## src/sv/pidl_pkg.sv

```systemverilog
// Shared types and constants for the positional insert/delete list.
package pidl_pkg;

  // Field widths of the input and result items.
  localparam int unsigned ACTION_W = 2;
  localparam int unsigned ELEM_W   = 8;
  localparam int unsigned POS_W    = 5;
  localparam int unsigned STATUS_W = 2;
  localparam int unsigned SIZE_W   = 5;

  // Packed tdata widths, rounded up to whole bytes.
  localparam int unsigned S_TDATA_W = 16;
  localparam int unsigned M_TDATA_W = 16;

  // Packed tuser widths.
  localparam int unsigned S_TUSER_W = 2;
  localparam int unsigned M_TUSER_W = 1;

  // Action codes of an input item.
  localparam logic [ACTION_W-1:0] ACT_INSERT = 2'd0;
  localparam logic [ACTION_W-1:0] ACT_DELETE = 2'd1;
  localparam logic [ACTION_W-1:0] ACT_DUMP   = 2'd2;

  // Status codes of a result item.
  localparam logic [STATUS_W-1:0] ST_OK     = 2'd0;
  localparam logic [STATUS_W-1:0] ST_BADPOS = 2'd1;
  localparam logic [STATUS_W-1:0] ST_EMPTY  = 2'd2;
  localparam logic [STATUS_W-1:0] ST_FULL   = 2'd3;

  // Operation broadcast to every cell of the row.
  typedef enum logic [1:0] {
    OP_HOLD,
    OP_INS,
    OP_DEL,
    OP_ROT
  } pidl_op_e;

  typedef struct packed {
    pidl_op_e          op;
    logic [POS_W-1:0]  pos;
    logic [ELEM_W-1:0] elem;
  } pidl_ctrl_t;

  // Sequencer states.
  typedef enum logic {
    S_IDLE,
    S_DUMP
  } pidl_state_e;

endpackage

```

## src/sv/pidl_cell.sv

```systemverilog
// One storage cell of the list row, shifting with its neighbors.
module pidl_cell #(
  parameter int unsigned Idx = 0
) (
  input  logic                         clk_i,
  input  pidl_pkg::pidl_ctrl_t         ctrl_i,
  input  logic                         at_tail_i,
  input  logic [pidl_pkg::ELEM_W-1:0]  left_i,
  input  logic [pidl_pkg::ELEM_W-1:0]  right_i,
  input  logic [pidl_pkg::ELEM_W-1:0]  head_i,
  output logic [pidl_pkg::ELEM_W-1:0]  val_o
);
  import pidl_pkg::*;

  // Wide enough for any cell index and any position.
  localparam int unsigned CmpW = 9;
  localparam logic [CmpW-1:0] IDX_C = CmpW'(Idx);

  logic [ELEM_W-1:0] val_q, val_d;
  logic [CmpW-1:0]   pos_x;

  assign pos_x = CmpW'(ctrl_i.pos);

  // Insert opens a gap at the position, delete closes it, rotate walks
  // the occupied part one place toward the front.
  always_comb begin
    val_d = val_q;
    unique case (ctrl_i.op)
      OP_HOLD: val_d = val_q;
      OP_INS: begin
        if (IDX_C > pos_x) begin
          val_d = left_i;
        end else if (IDX_C == pos_x) begin
          val_d = ctrl_i.elem;
        end
      end
      OP_DEL: begin
        if (IDX_C >= pos_x) begin
          val_d = right_i;
        end
      end
      OP_ROT: val_d = at_tail_i ? head_i : right_i;
      default: val_d = val_q;
    endcase
  end

  always_ff @(posedge clk_i) begin
    val_q <= val_d;
  end

  assign val_o = val_q;

endmodule

```

## src/sv/positional_insert_delete_list.sv

```systemverilog
// Top level of the positional insert/delete list built from a row of cells.
//
// Input items arrive on the s_axis channel: an action (insert, delete or
// dump), a byte and a position. Results leave on the m_axis channel.
// When an insert or delete is taken, the whole row of cells shifts at once,
// and the single result (status and new size, tlast high) sits in the
// output register at the next edge. During a dump the row rotates one
// place a cycle over its occupied part while the output register is free,
// and the front cell feeds the output, so after N rotations of a list of N
// elements the contents are back in order. An empty dump answers at once
// with one status item. No new item is taken while a dump runs.
// When the receiver stalls, the output register holds its item and the
// dump pauses; an edit is taken only while the output register is free
// or being emptied in the same cycle.
// Reset empties the list; cell contents are not cleared and are never
// read above the current size.
module positional_insert_delete_list #(
  parameter int unsigned CAPACITY = 16
) (
  input  logic                               clk_i,
  input  logic                               rst_ni,
  input  logic                               s_axis_tvalid,
  output logic                               s_axis_tready,
  // element[7:0], position[12:8], zero [15:13]
  input  logic [pidl_pkg::S_TDATA_W-1:0]     s_axis_tdata,
  // action[1:0]
  input  logic [pidl_pkg::S_TUSER_W-1:0]     s_axis_tuser,
  output logic                               m_axis_tvalid,
  input  logic                               m_axis_tready,
  // status[1:0], size[6:2], element_out[14:7], zero [15]
  output logic [pidl_pkg::M_TDATA_W-1:0]     m_axis_tdata,
  // element_valid[0]
  output logic [pidl_pkg::M_TUSER_W-1:0]     m_axis_tuser,
  output logic                               m_axis_tlast
);
  import pidl_pkg::*;

  localparam int unsigned CNT_W = $clog2(CAPACITY + 1);
  localparam int unsigned CMP_W = (CNT_W > POS_W) ? CNT_W : POS_W;
  localparam logic [CNT_W-1:0] CAP_C = CNT_W'(CAPACITY);

  // Input field decode.
  logic [ACTION_W-1:0] in_action;
  logic [ELEM_W-1:0]   in_element;
  logic [POS_W-1:0]    in_position;

  assign in_action   = s_axis_tuser[1:0];
  assign in_element  = s_axis_tdata[7:0];
  assign in_position = s_axis_tdata[12:8];

  pidl_state_e         state_q, state_d;
  logic [CNT_W-1:0]    count_q, count_d;
  logic [CNT_W-1:0]    dump_idx_q, dump_idx_d;
  logic [CNT_W-1:0]    tail_idx;
  logic                out_free, in_accept, out_load, dump_last;
  logic [CMP_W-1:0]    pos_x, cnt_x;
  pidl_ctrl_t          ctrl;

  logic                 m_valid_q;
  logic [M_TDATA_W-1:0] m_data_q, m_data_d;
  logic [M_TUSER_W-1:0] m_user_q, m_user_d;
  logic                 m_last_q, m_last_d;

  logic [ELEM_W-1:0]   cell_val [CAPACITY];
  logic [ELEM_W-1:0]   left_w   [CAPACITY];
  logic [ELEM_W-1:0]   right_w  [CAPACITY];

  assign out_free      = !m_valid_q || m_axis_tready;
  assign s_axis_tready = (state_q == S_IDLE) && out_free;
  assign in_accept     = s_axis_tvalid && s_axis_tready;
  assign tail_idx      = count_q - CNT_W'(1);
  assign dump_last     = (dump_idx_q == tail_idx);
  assign pos_x         = CMP_W'(in_position);
  assign cnt_x         = CMP_W'(count_q);

  // Sequencer: decode edits, run the dump, fill the output register.
  always_comb begin
    state_d    = state_q;
    count_d    = count_q;
    dump_idx_d = dump_idx_q;
    out_load   = 1'b0;
    m_data_d   = m_data_q;
    m_user_d   = m_user_q;
    m_last_d   = m_last_q;
    ctrl.op    = OP_HOLD;
    ctrl.pos   = in_position;
    ctrl.elem  = in_element;
    unique case (state_q)
      S_IDLE: begin
        if (in_accept) begin
          logic [STATUS_W-1:0] st;
          logic                no_item;
          st      = ST_OK;
          no_item = 1'b0;
          priority if (in_action == ACT_INSERT) begin
            if (pos_x > cnt_x) begin
              st = ST_BADPOS;
            end else if (count_q == CAP_C) begin
              st = ST_FULL;
            end else begin
              ctrl.op = OP_INS;
              count_d = count_q + CNT_W'(1);
            end
          end else if (in_action == ACT_DELETE) begin
            if (count_q == '0) begin
              st = (in_position == '0) ? ST_EMPTY : ST_BADPOS;
            end else if (pos_x >= cnt_x) begin
              st = ST_BADPOS;
            end else begin
              ctrl.op = OP_DEL;
              count_d = count_q - CNT_W'(1);
            end
          end else if (in_action == ACT_DUMP) begin
            if (count_q == '0) begin
              st = ST_EMPTY;
            end else begin
              no_item    = 1'b1;
              state_d    = S_DUMP;
              dump_idx_d = '0;
            end
          end else begin
            st = ST_OK;
          end
          if (!no_item) begin
            out_load = 1'b1;
            m_data_d = {1'b0, {ELEM_W{1'b0}}, SIZE_W'(count_d), st};
            m_user_d = 1'b0;
            m_last_d = 1'b1;
          end
        end
      end
      S_DUMP: begin
        if (out_free) begin
          out_load   = 1'b1;
          m_data_d   = {1'b0, cell_val[0], SIZE_W'(count_q), ST_OK};
          m_user_d   = 1'b1;
          m_last_d   = dump_last;
          ctrl.op    = OP_ROT;
          dump_idx_d = dump_idx_q + CNT_W'(1);
          if (dump_last) begin
            state_d = S_IDLE;
          end
        end
      end
      default: state_d = S_IDLE;
    endcase
  end

  // Control registers.
  always_ff @(posedge clk_i or negedge rst_ni) begin
    if (!rst_ni) begin
      state_q    <= S_IDLE;
      count_q    <= '0;
      dump_idx_q <= '0;
      m_valid_q  <= 1'b0;
    end else begin
      state_q    <= state_d;
      count_q    <= count_d;
      dump_idx_q <= dump_idx_d;
      if (out_load) begin
        m_valid_q <= 1'b1;
      end else if (m_axis_tready) begin
        m_valid_q <= 1'b0;
      end
    end
  end

  // Output payload register.
  always_ff @(posedge clk_i) begin
    if (out_load) begin
      m_data_q <= m_data_d;
      m_user_q <= m_user_d;
      m_last_q <= m_last_d;
    end
  end

  assign m_axis_tvalid = m_valid_q;
  assign m_axis_tdata  = m_data_q;
  assign m_axis_tuser  = m_user_q;
  assign m_axis_tlast  = m_last_q;

  // Row of cells with neighbor links.
  for (genvar i = 0; i < CAPACITY; i++) begin : g_cell
    if (i == 0) begin : g_first
      assign left_w[i] = in_element;
    end else begin : g_mid_l
      assign left_w[i] = cell_val[i-1];
    end
    if (i == CAPACITY - 1) begin : g_lastc
      assign right_w[i] = cell_val[0];
    end else begin : g_mid_r
      assign right_w[i] = cell_val[i+1];
    end

    pidl_cell #(
      .Idx (i)
    ) u_cell (
      .clk_i     (clk_i),
      .ctrl_i    (ctrl),
      .at_tail_i (tail_idx == CNT_W'(i)),
      .left_i    (left_w[i]),
      .right_i   (right_w[i]),
      .head_i    (cell_val[0]),
      .val_o     (cell_val[i])
    );
  end

  // The list never holds more than its capacity.
  assert property (@(posedge clk_i) disable iff (!rst_ni) count_q <= CAP_C)
    else $error("list size above capacity");

  // Nothing is taken in while a dump is running.
  assert property (@(posedge clk_i) disable iff (!rst_ni)
    (state_q == S_DUMP) |-> !s_axis_tready)
    else $error("input taken during dump");

  // A dump leaves the size untouched.
  assert property (@(posedge clk_i) disable iff (!rst_ni)
    (state_q == S_DUMP) |=> (count_q == $past(count_q)))
    else $error("size changed during dump");

  // The final dumped element ends the dump.
  assert property (@(posedge clk_i) disable iff (!rst_ni)
    (state_q == S_DUMP && out_free && dump_last) |=> (state_q == S_IDLE && m_axis_tlast))
    else $error("dump did not end on its last element");

endmodule

```

## config.mk

```make
export PLATFORM = sky130hd
export DESIGN_NAME = positional_insert_delete_list
export DESIGN_NICKNAME = d
export VERILOG_FILES = /design/src/sv/pidl_pkg.sv /design/src/sv/pidl_cell.sv /design/src/sv/positional_insert_delete_list.sv
export SDC_FILE = /design/constraint.sdc
export NUM_CORES = 1
export LEC_CHECK = 0
export BUFFER_PORTS_ARGS = -buffer_cell sky130_fd_sc_hd__buf_2
export CORE_ASPECT_RATIO = 1.1
export CORE_UTILIZATION = 30
export DETAILED_ROUTE_END_ITERATION = 8
export GPL_TIMING_DRIVEN = 0
export PLACE_DENSITY = 0.5
export SYNTH_ARGS = -nofsm -noshare
export SYNTH_HDL_FRONTEND = slang
export SYNTH_SLANG_ARGS = --single-unit
```

## constraint.sdc

```tcl
create_clock -name clk_i -period 3.25 [get_ports clk_i]
set_clock_uncertainty 0.05 [all_clocks]
set_input_delay 0.4875 -clock clk_i [delete_from_list [all_inputs] [get_ports clk_i]]
set_output_delay 0.4875 -clock clk_i [all_outputs]
set_load 0.01 [all_outputs]
```

Word level (Yosys, flattened, before mapping)
Index checks and enable logic that the tools add are counted.

Input port bits: 22. Logic and storage cells: 306. Bits in registers: 158.

Reductions and logical operators: 30. Eq/ne operators: 76. Multiplexer cells: 138. Bitwise logic cells: 2. Add/subtract/negate cells: 3. Order comparisons: 34.

Operator list (count): 8-bit 2-to-1 mux (63); 8-bit case mux with 3 select lines (16); 5-bit 2-to-1 mux (12); 16-bit 2-to-1 mux (3); 3-bit by 1-bit != test with 1-bit output, second input constant (16); 3-bit AND reduction (15); 4-bit by 5-bit == test with 1-bit output, first input constant (8); 4-bit by 5-bit greater-or-equal comparator with 1-bit output, first input constant (8); 4-bit by 5-bit greater-than comparator with 1-bit output, first input constant (8); 2-bit by 1-bit != test with 1-bit output, second input constant (18); 5-bit by 4-bit == test with 1-bit output, second input constant (7); 16-bit case mux with 2 select lines (1); 2-bit 2-to-1 mux (14); 1-bit 2-to-1 mux (23); 3-bit by 5-bit == test with 1-bit output, first input constant (4); 5-bit by 3-bit == test with 1-bit output, second input constant (4); 3-bit by 5-bit greater-or-equal comparator with 1-bit output, first input constant (4); 3-bit by 5-bit greater-than comparator with 1-bit output, first input constant (4); 5-bit logical NOT (3); 2-bit != test, second input constant (6); 5-bit by 1-bit adder with 5-bit output, second input constant (2); 2-bit by 5-bit == test with 1-bit output, first input constant (2); 5-bit by 2-bit == test with 1-bit output, second input constant (2); 1-bit by 5-bit greater-or-equal comparator with 1-bit output, first input constant (2); 25 further kinds (38).

Logic depth before layout (Yosys ltp)
Word-level depth: 11. Mapped depth: 12.

Cells and area by module
A second synthesis with hierarchy kept.

Cells, all modules: 963. Area total of the unflattened synthesis: 10431.3 um^2.

By module, submodules not included: positional_insert_delete_list (times used 1, area each 2065.7 um^2, cells an instance 228); pidl_cell at g_cell[3].u_cell (times used 1, area each 556.8 um^2, cells an instance 47); pidl_cell at g_cell[13].u_cell (times used 1, area each 549.3 um^2, cells an instance 49); pidl_cell at g_cell[9].u_cell (times used 1, area each 540.5 um^2, cells an instance 51); pidl_cell at g_cell[5].u_cell (times used 1, area each 536.8 um^2, cells an instance 50); pidl_cell at g_cell[10].u_cell (times used 1, area each 535.5 um^2, cells an instance 50); pidl_cell at g_cell[1].u_cell (times used 1, area each 533.0 um^2, cells an instance 48); pidl_cell at g_cell[11].u_cell (times used 1, area each 528.0 um^2, cells an instance 49); pidl_cell at g_cell[2].u_cell (times used 1, area each 528.0 um^2, cells an instance 37); pidl_cell at g_cell[6].u_cell (times used 1, area each 526.8 um^2, cells an instance 37); pidl_cell at g_cell[8].u_cell (times used 1, area each 524.3 um^2, cells an instance 39); pidl_cell at g_cell[4].u_cell (times used 1, area each 523.0 um^2, cells an instance 50); pidl_cell at g_cell[15].u_cell (times used 1, area each 518.0 um^2, cells an instance 48); pidl_cell at g_cell[14].u_cell (times used 1, area each 515.5 um^2, cells an instance 47); 3 more rows.

Worst setup path before layout
Ideal clock, no wire load.

Path kind: flip-flop to flip-flop. Start: register count_q[3] (netlist: cnt_x[3]). End: register g_cell[15].u_cell.val_q[0], enable pin. Stages on the path, launching flop included: 10. Slack: 0.253 ns. Setup time: 0.384 ns. Arrival: 2.563 ns. Cell sequence: dfrtp_1 clkbuf_1 inv_1 ha_1 nand2_1 a211oi_1 o22ai_1 nand3_1 clkbuf_1 o21ai_0.

Word-level cells in the longest chain between the ends: 10.

Ends and longest elaborated chain: from (decl) (line positional_insert_delete_list.sv:52) `logic [CNT_W-1:0] count_q, count_d;`; from (signal assigned) (line positional_insert_delete_list.sv:158) `count_q <= count_d;`; 5-bit greater-or-equal comparator (line positional_insert_delete_list.sv:107) `end else if (pos_x >= cnt_x) begin`; 2-bit 2-to-1 mux (line positional_insert_delete_list.sv:107); 2-bit 2-to-1 mux (line positional_insert_delete_list.sv:105) `if (count_q == '0) begin`; 2-bit 2-to-1 mux (line positional_insert_delete_list.sv:104) `end else if (in_action == ACT_DELETE) begin`; 2-bit 2-to-1 mux * (line positional_insert_delete_list.sv:95) `priority if (in_action == ACT_INSERT) begin`; 2-bit 2-to-1 mux * (line positional_insert_delete_list.sv:90) `if (in_accept) begin`; 2-bit case mux with 2 select lines * (line positional_insert_delete_list.sv:88) `unique case (state_q)`; 2-bit by 1-bit == test with 1-bit output, or another cell as far along (line pidl_cell.sv:28) `unique case (ctrl_i.op)`; 3-bit by 1-bit != test with 1-bit output (no source line), or another cell as far along; 3-bit AND reduction (no source line) *; to (signal assigned) (line pidl_cell.sv:48) `val_q <= val_d;`; to (decl) (line pidl_cell.sv:19) `logic [ELEM_W-1:0] val_q, val_d;`.

Every way passes the cells marked *; elsewhere a longest branch is shown, timed or not. A chain may end at the register's enable or synchronous reset.

Worst setup path in the final report
Start: register count_q[0] (netlist: cnt_x[0]). End: register g_cell[8].u_cell.val_q[6] (data pin).

Word-level cells in the longest chain between the ends: 9.

Ends and longest elaborated chain (line): 5-bit greater-or-equal comparator (positional_insert_delete_list.sv:107); 2-bit 2-to-1 mux (positional_insert_delete_list.sv:107); 2-bit 2-to-1 mux (positional_insert_delete_list.sv:105); 2-bit 2-to-1 mux (positional_insert_delete_list.sv:104); 2-bit 2-to-1 mux (positional_insert_delete_list.sv:95); 2-bit 2-to-1 mux (positional_insert_delete_list.sv:90); 2-bit case mux with 2 select lines (positional_insert_delete_list.sv:88); 2-bit == test / 2-bit by 1-bit == test with 1-bit output (equally long branches) (pidl_cell.sv:28); 8-bit case mux with 3 select lines * (pidl_cell.sv:28); via g_cell[8].u_cell.val_d[6] (pidl_cell.sv:19); to (signal assigned) (pidl_cell.sv:48); to (decl) (pidl_cell.sv:19).

The timed path passes the listed nets; every way through them passes the cells marked *.

==> run_results.csv <==
group,metric,value,unit
cts,clock_latency,450,ps
routing,totalWireLength,37800,um
routing,post_drt_via_cell_ratio,5.84,
yosys,syn_area,0.00956,mm2
grt,grt_pass1_wl,54500,um
critical_path,end_kind,"flip-flop",
critical_path,cp_max_fo,10,
grt,grt_pass1_vias,8404,
place,dpl_cell_area,0.0103,mm2
yosys,seq_area_frac_synth,0.487,
critical_path,cp-start-kind,"flip-flop",
timing,fin_crit,3190,ps
power_and_ir_drop,power_leakage,4.13,nW
final_layout,nets,1049,
yosys,syn-instance-count,955,
yosys,synth.most_common_cell,"nand2_1",
final_layout,diodes,0,
place,buffer_ports.inserted,36,
cts,htreeDepth,4,
power_and_ir_drop,power.density,963,mW/mm2
routing,drc_errors,0,
grt,globalRouteOverflowTotal,0,
yosys,synth-seq-cells,157,
floorplanning,die_h,189,um
yosys,synth_commonest_cells,"186 x nand2_1, 145 x edfxtp_1, 96 x a221o_1",
yosys,ys.flop_type,"edfxtp_1",
cts,cts_buffers,17,
yosys,async_flop_share,0.0764,
critical_path,startpoint,"cnt_x[0]$_DFFE_PN0P_",
floorplanning,start_util,0.304,
critical_path,worstPathRequired,3390,ps
power_and_ir_drop,p_total,10.7,mW
min_path,hp-class,"input pin to flip-flop",
floorplanning,std_cell_rows,68,
yosys,synth_cell_types,62,
floorplanning,ios,42,
routing,drtIter0Drc,745,
yosys,netlist_top_cells_area,"edfxtp_1 46%, a221o_1 10%, nand2_1 7.3%",
place,dp_hpwl,26800,um
power_and_ir_drop,vdd_ir_drop_max,0.507,mV
timing,fin_crit_sh,0.982,
critical_path,reg2reg_from,"cnt_x[0]$_DFFE_PN0P_",
grt,grt_antenna_before_repair,0,
floorplanning,core,0.0314,mm2
floorplanning,dieWidth,172,um
final_layout,layout-drive-gt1-share,0.159,
cts,cts_num_sinks,157,
timing,relSlewSlack,0.200,
min_path,hp-start,"s_axis_tvalid",
cts,clk_pin_slew,70,ps
floorplanning,die-area,0.0326,mm2
run,maxCapViolations,0,
grt,grt_max_degree,18,
timing,setup_tns,0,ps
routing,num_vias,8458,
timing,finalSetupViolCount,0,
critical_path,critPathKind,"flip-flop to flip-flop",
timing,fin_ws,59.5,ps
yosys,synth_warnings,0,
routing,routedWlPerCell,26.1,um
yosys,synth_fp_nets,989,
routing,dr.pass1.iters,5,
place,gp_congestion,0.919,
final_layout,area_growth_syn_to_layout,16.2,%
routing,antenna_left,0,
final_layout,fill_cells,3186,
yosys,synth_edf_count,145,
critical_path,arrival,3330,ps
cts,clock_path_buffers,2,
yosys,synth.top_cell.area_share,0.456,
timing,fmax,313,MHz
final_layout,final_cell_area,0.0111,mm2
cts,root_buffer,"clkbuf_16",
timing,hold_viol,0,
timing,worstMarginPinSlew,1200,ps
place,pre_cts_ws,-1290,ps
timing,drv_slew,0,
yosys,yosysTopAreaCell,"edfxtp_1",
grt,grt_usage,0.235,
yosys,avgSynthCellArea,10.0,um2
cts,tritoncts,"built",
outcome,status,"finished clean",
[repair_timing]
item | CTS | global route
buffers inserted | 4 | 1
hold buffers | 1 | 0
pin swaps | 1 | 1
hold endpoints to repair | 12 | 0
endpoints found under the setup margin | 259 | 190
gates resized for setup | 59 | 27
[path summary, 6_finish.rpt]
kind	endpoint	slack (ps)	cells after the start
max	g_cell[8].u_cell.val_o[6]$_DFFE_PP_	60	10
min	m_axis_tvalid$_DFFE_PN0P_	270	3
max reg2reg	g_cell[8].u_cell.val_o[6]$_DFFE_PP_	60	10
min reg2reg	m_axis_tuser$_DFFE_PP_	470	0
max in group asynchronous	cnt_x[3]$_DFFE_PN0P_	2520	2
min in group asynchronous	dump_idx_q[3]$_DFFE_PN0P_	400	2
[per-layer routing]
layer	part of all wire	vias up	GRT usage
met5	0	-	0
li1	-	3728	-
met4	0.050	0	0.126
met2	0.48	443	0.386
met3	0.062	106	0.0345
met1	0.41	4181	0.296
[metrics by stage]
step                hold WS, ps  cells  utilization
finish                      269   1448        0.354
global route                282   1448        0.354
CTS                         260   1448        0.351
detailed placement          335   1411        0.327
global placement            335   1411        0.327
floorplan                   142    955            -
[state kept, by name (all words and copies together), names as in the netlist]
| name | count |
|---|---|
| g_cell.u_cell.val_o | 128 |
| m_axis_tdata | 15 |
| cnt_x | 5 |
| dump_idx_q | 5 |
| m_axis_tlast | 1 |
| m_axis_tuser | 1 |
| m_axis_tvalid | 1 |
| state_q | 1 |
[cell type report]
class	count	area, um2	area share
Tap cell	420	526	0.0473
Clock inverter	14	111	0.0100
Multi-Input combinational cell	705	4710	0.424
Sequential cell	157	4660	0.419
Buffer	80	383	0.0345
Inverter	12	45.0	0.00406
Timing Repair Buffer	42	240	0.0216
Clock buffer	18	429	0.0386
[cells in the final DEF, fill, tap and decap left out, types with 17 or more instances in the layout]
master / netlist / final
nor2_1: 58 / 57
o21ai_0: 39 / 25
nand2_1: 186 / 184
clkbuf_1: 51 / 37
buf_2: 12 / 47
a21o_1: 19 / 19
clkbuf_16: 0 / 17
a21oi_1: 75 / 75
edfxtp_1: 145 / 145
and2_1: 28 / 26
o22ai_1: 19 / 18
mux2i_1: 56 / 56
a221o_1: 96 / 96
[cells by family (layout without fill, tap and decap cells)]
logic type	Yosys count	in the layout	share of synthesized area
other	1	1	0.000392
flip-flops	157	157	0.487
adder cells (fa/ha/maj)	12	12	0.0157
AO/OA/AOI/OAI	288	288	0.222
multiplexers	65	65	0.0693
buffers and inverters	93	166	0.0408
XOR/XNOR	15	15	0.0145
AND/OR/NAND/NOR	324	324	0.150
[critical path, stage by stage, from the launching register on]
cell and delay, ps:
dfrtp_2 460, buf_2 200, inv_2 130, ha_2 250
or4b_4 540, o211ai_2 140, or3b_1 160, buf_6 120
buf_4 210, o21ai_1 290, a221o_1 380
[power by group]
| part | leakage, nW | total, mW | internal (mW) | switching, mW |
|---|---|---|---|---|
| clock | 0.248 | 1.93 | 0.989 | 0.942 |
| combinational | 2.35 | 4.57 | 1.62 | 2.95 |
| sequential | 1.53 | 4.20 | 3.52 | 0.681 |
| total | 4.13 | 10.7 | 6.12 | 4.57 |
Power figures use the tool's default switching activity.
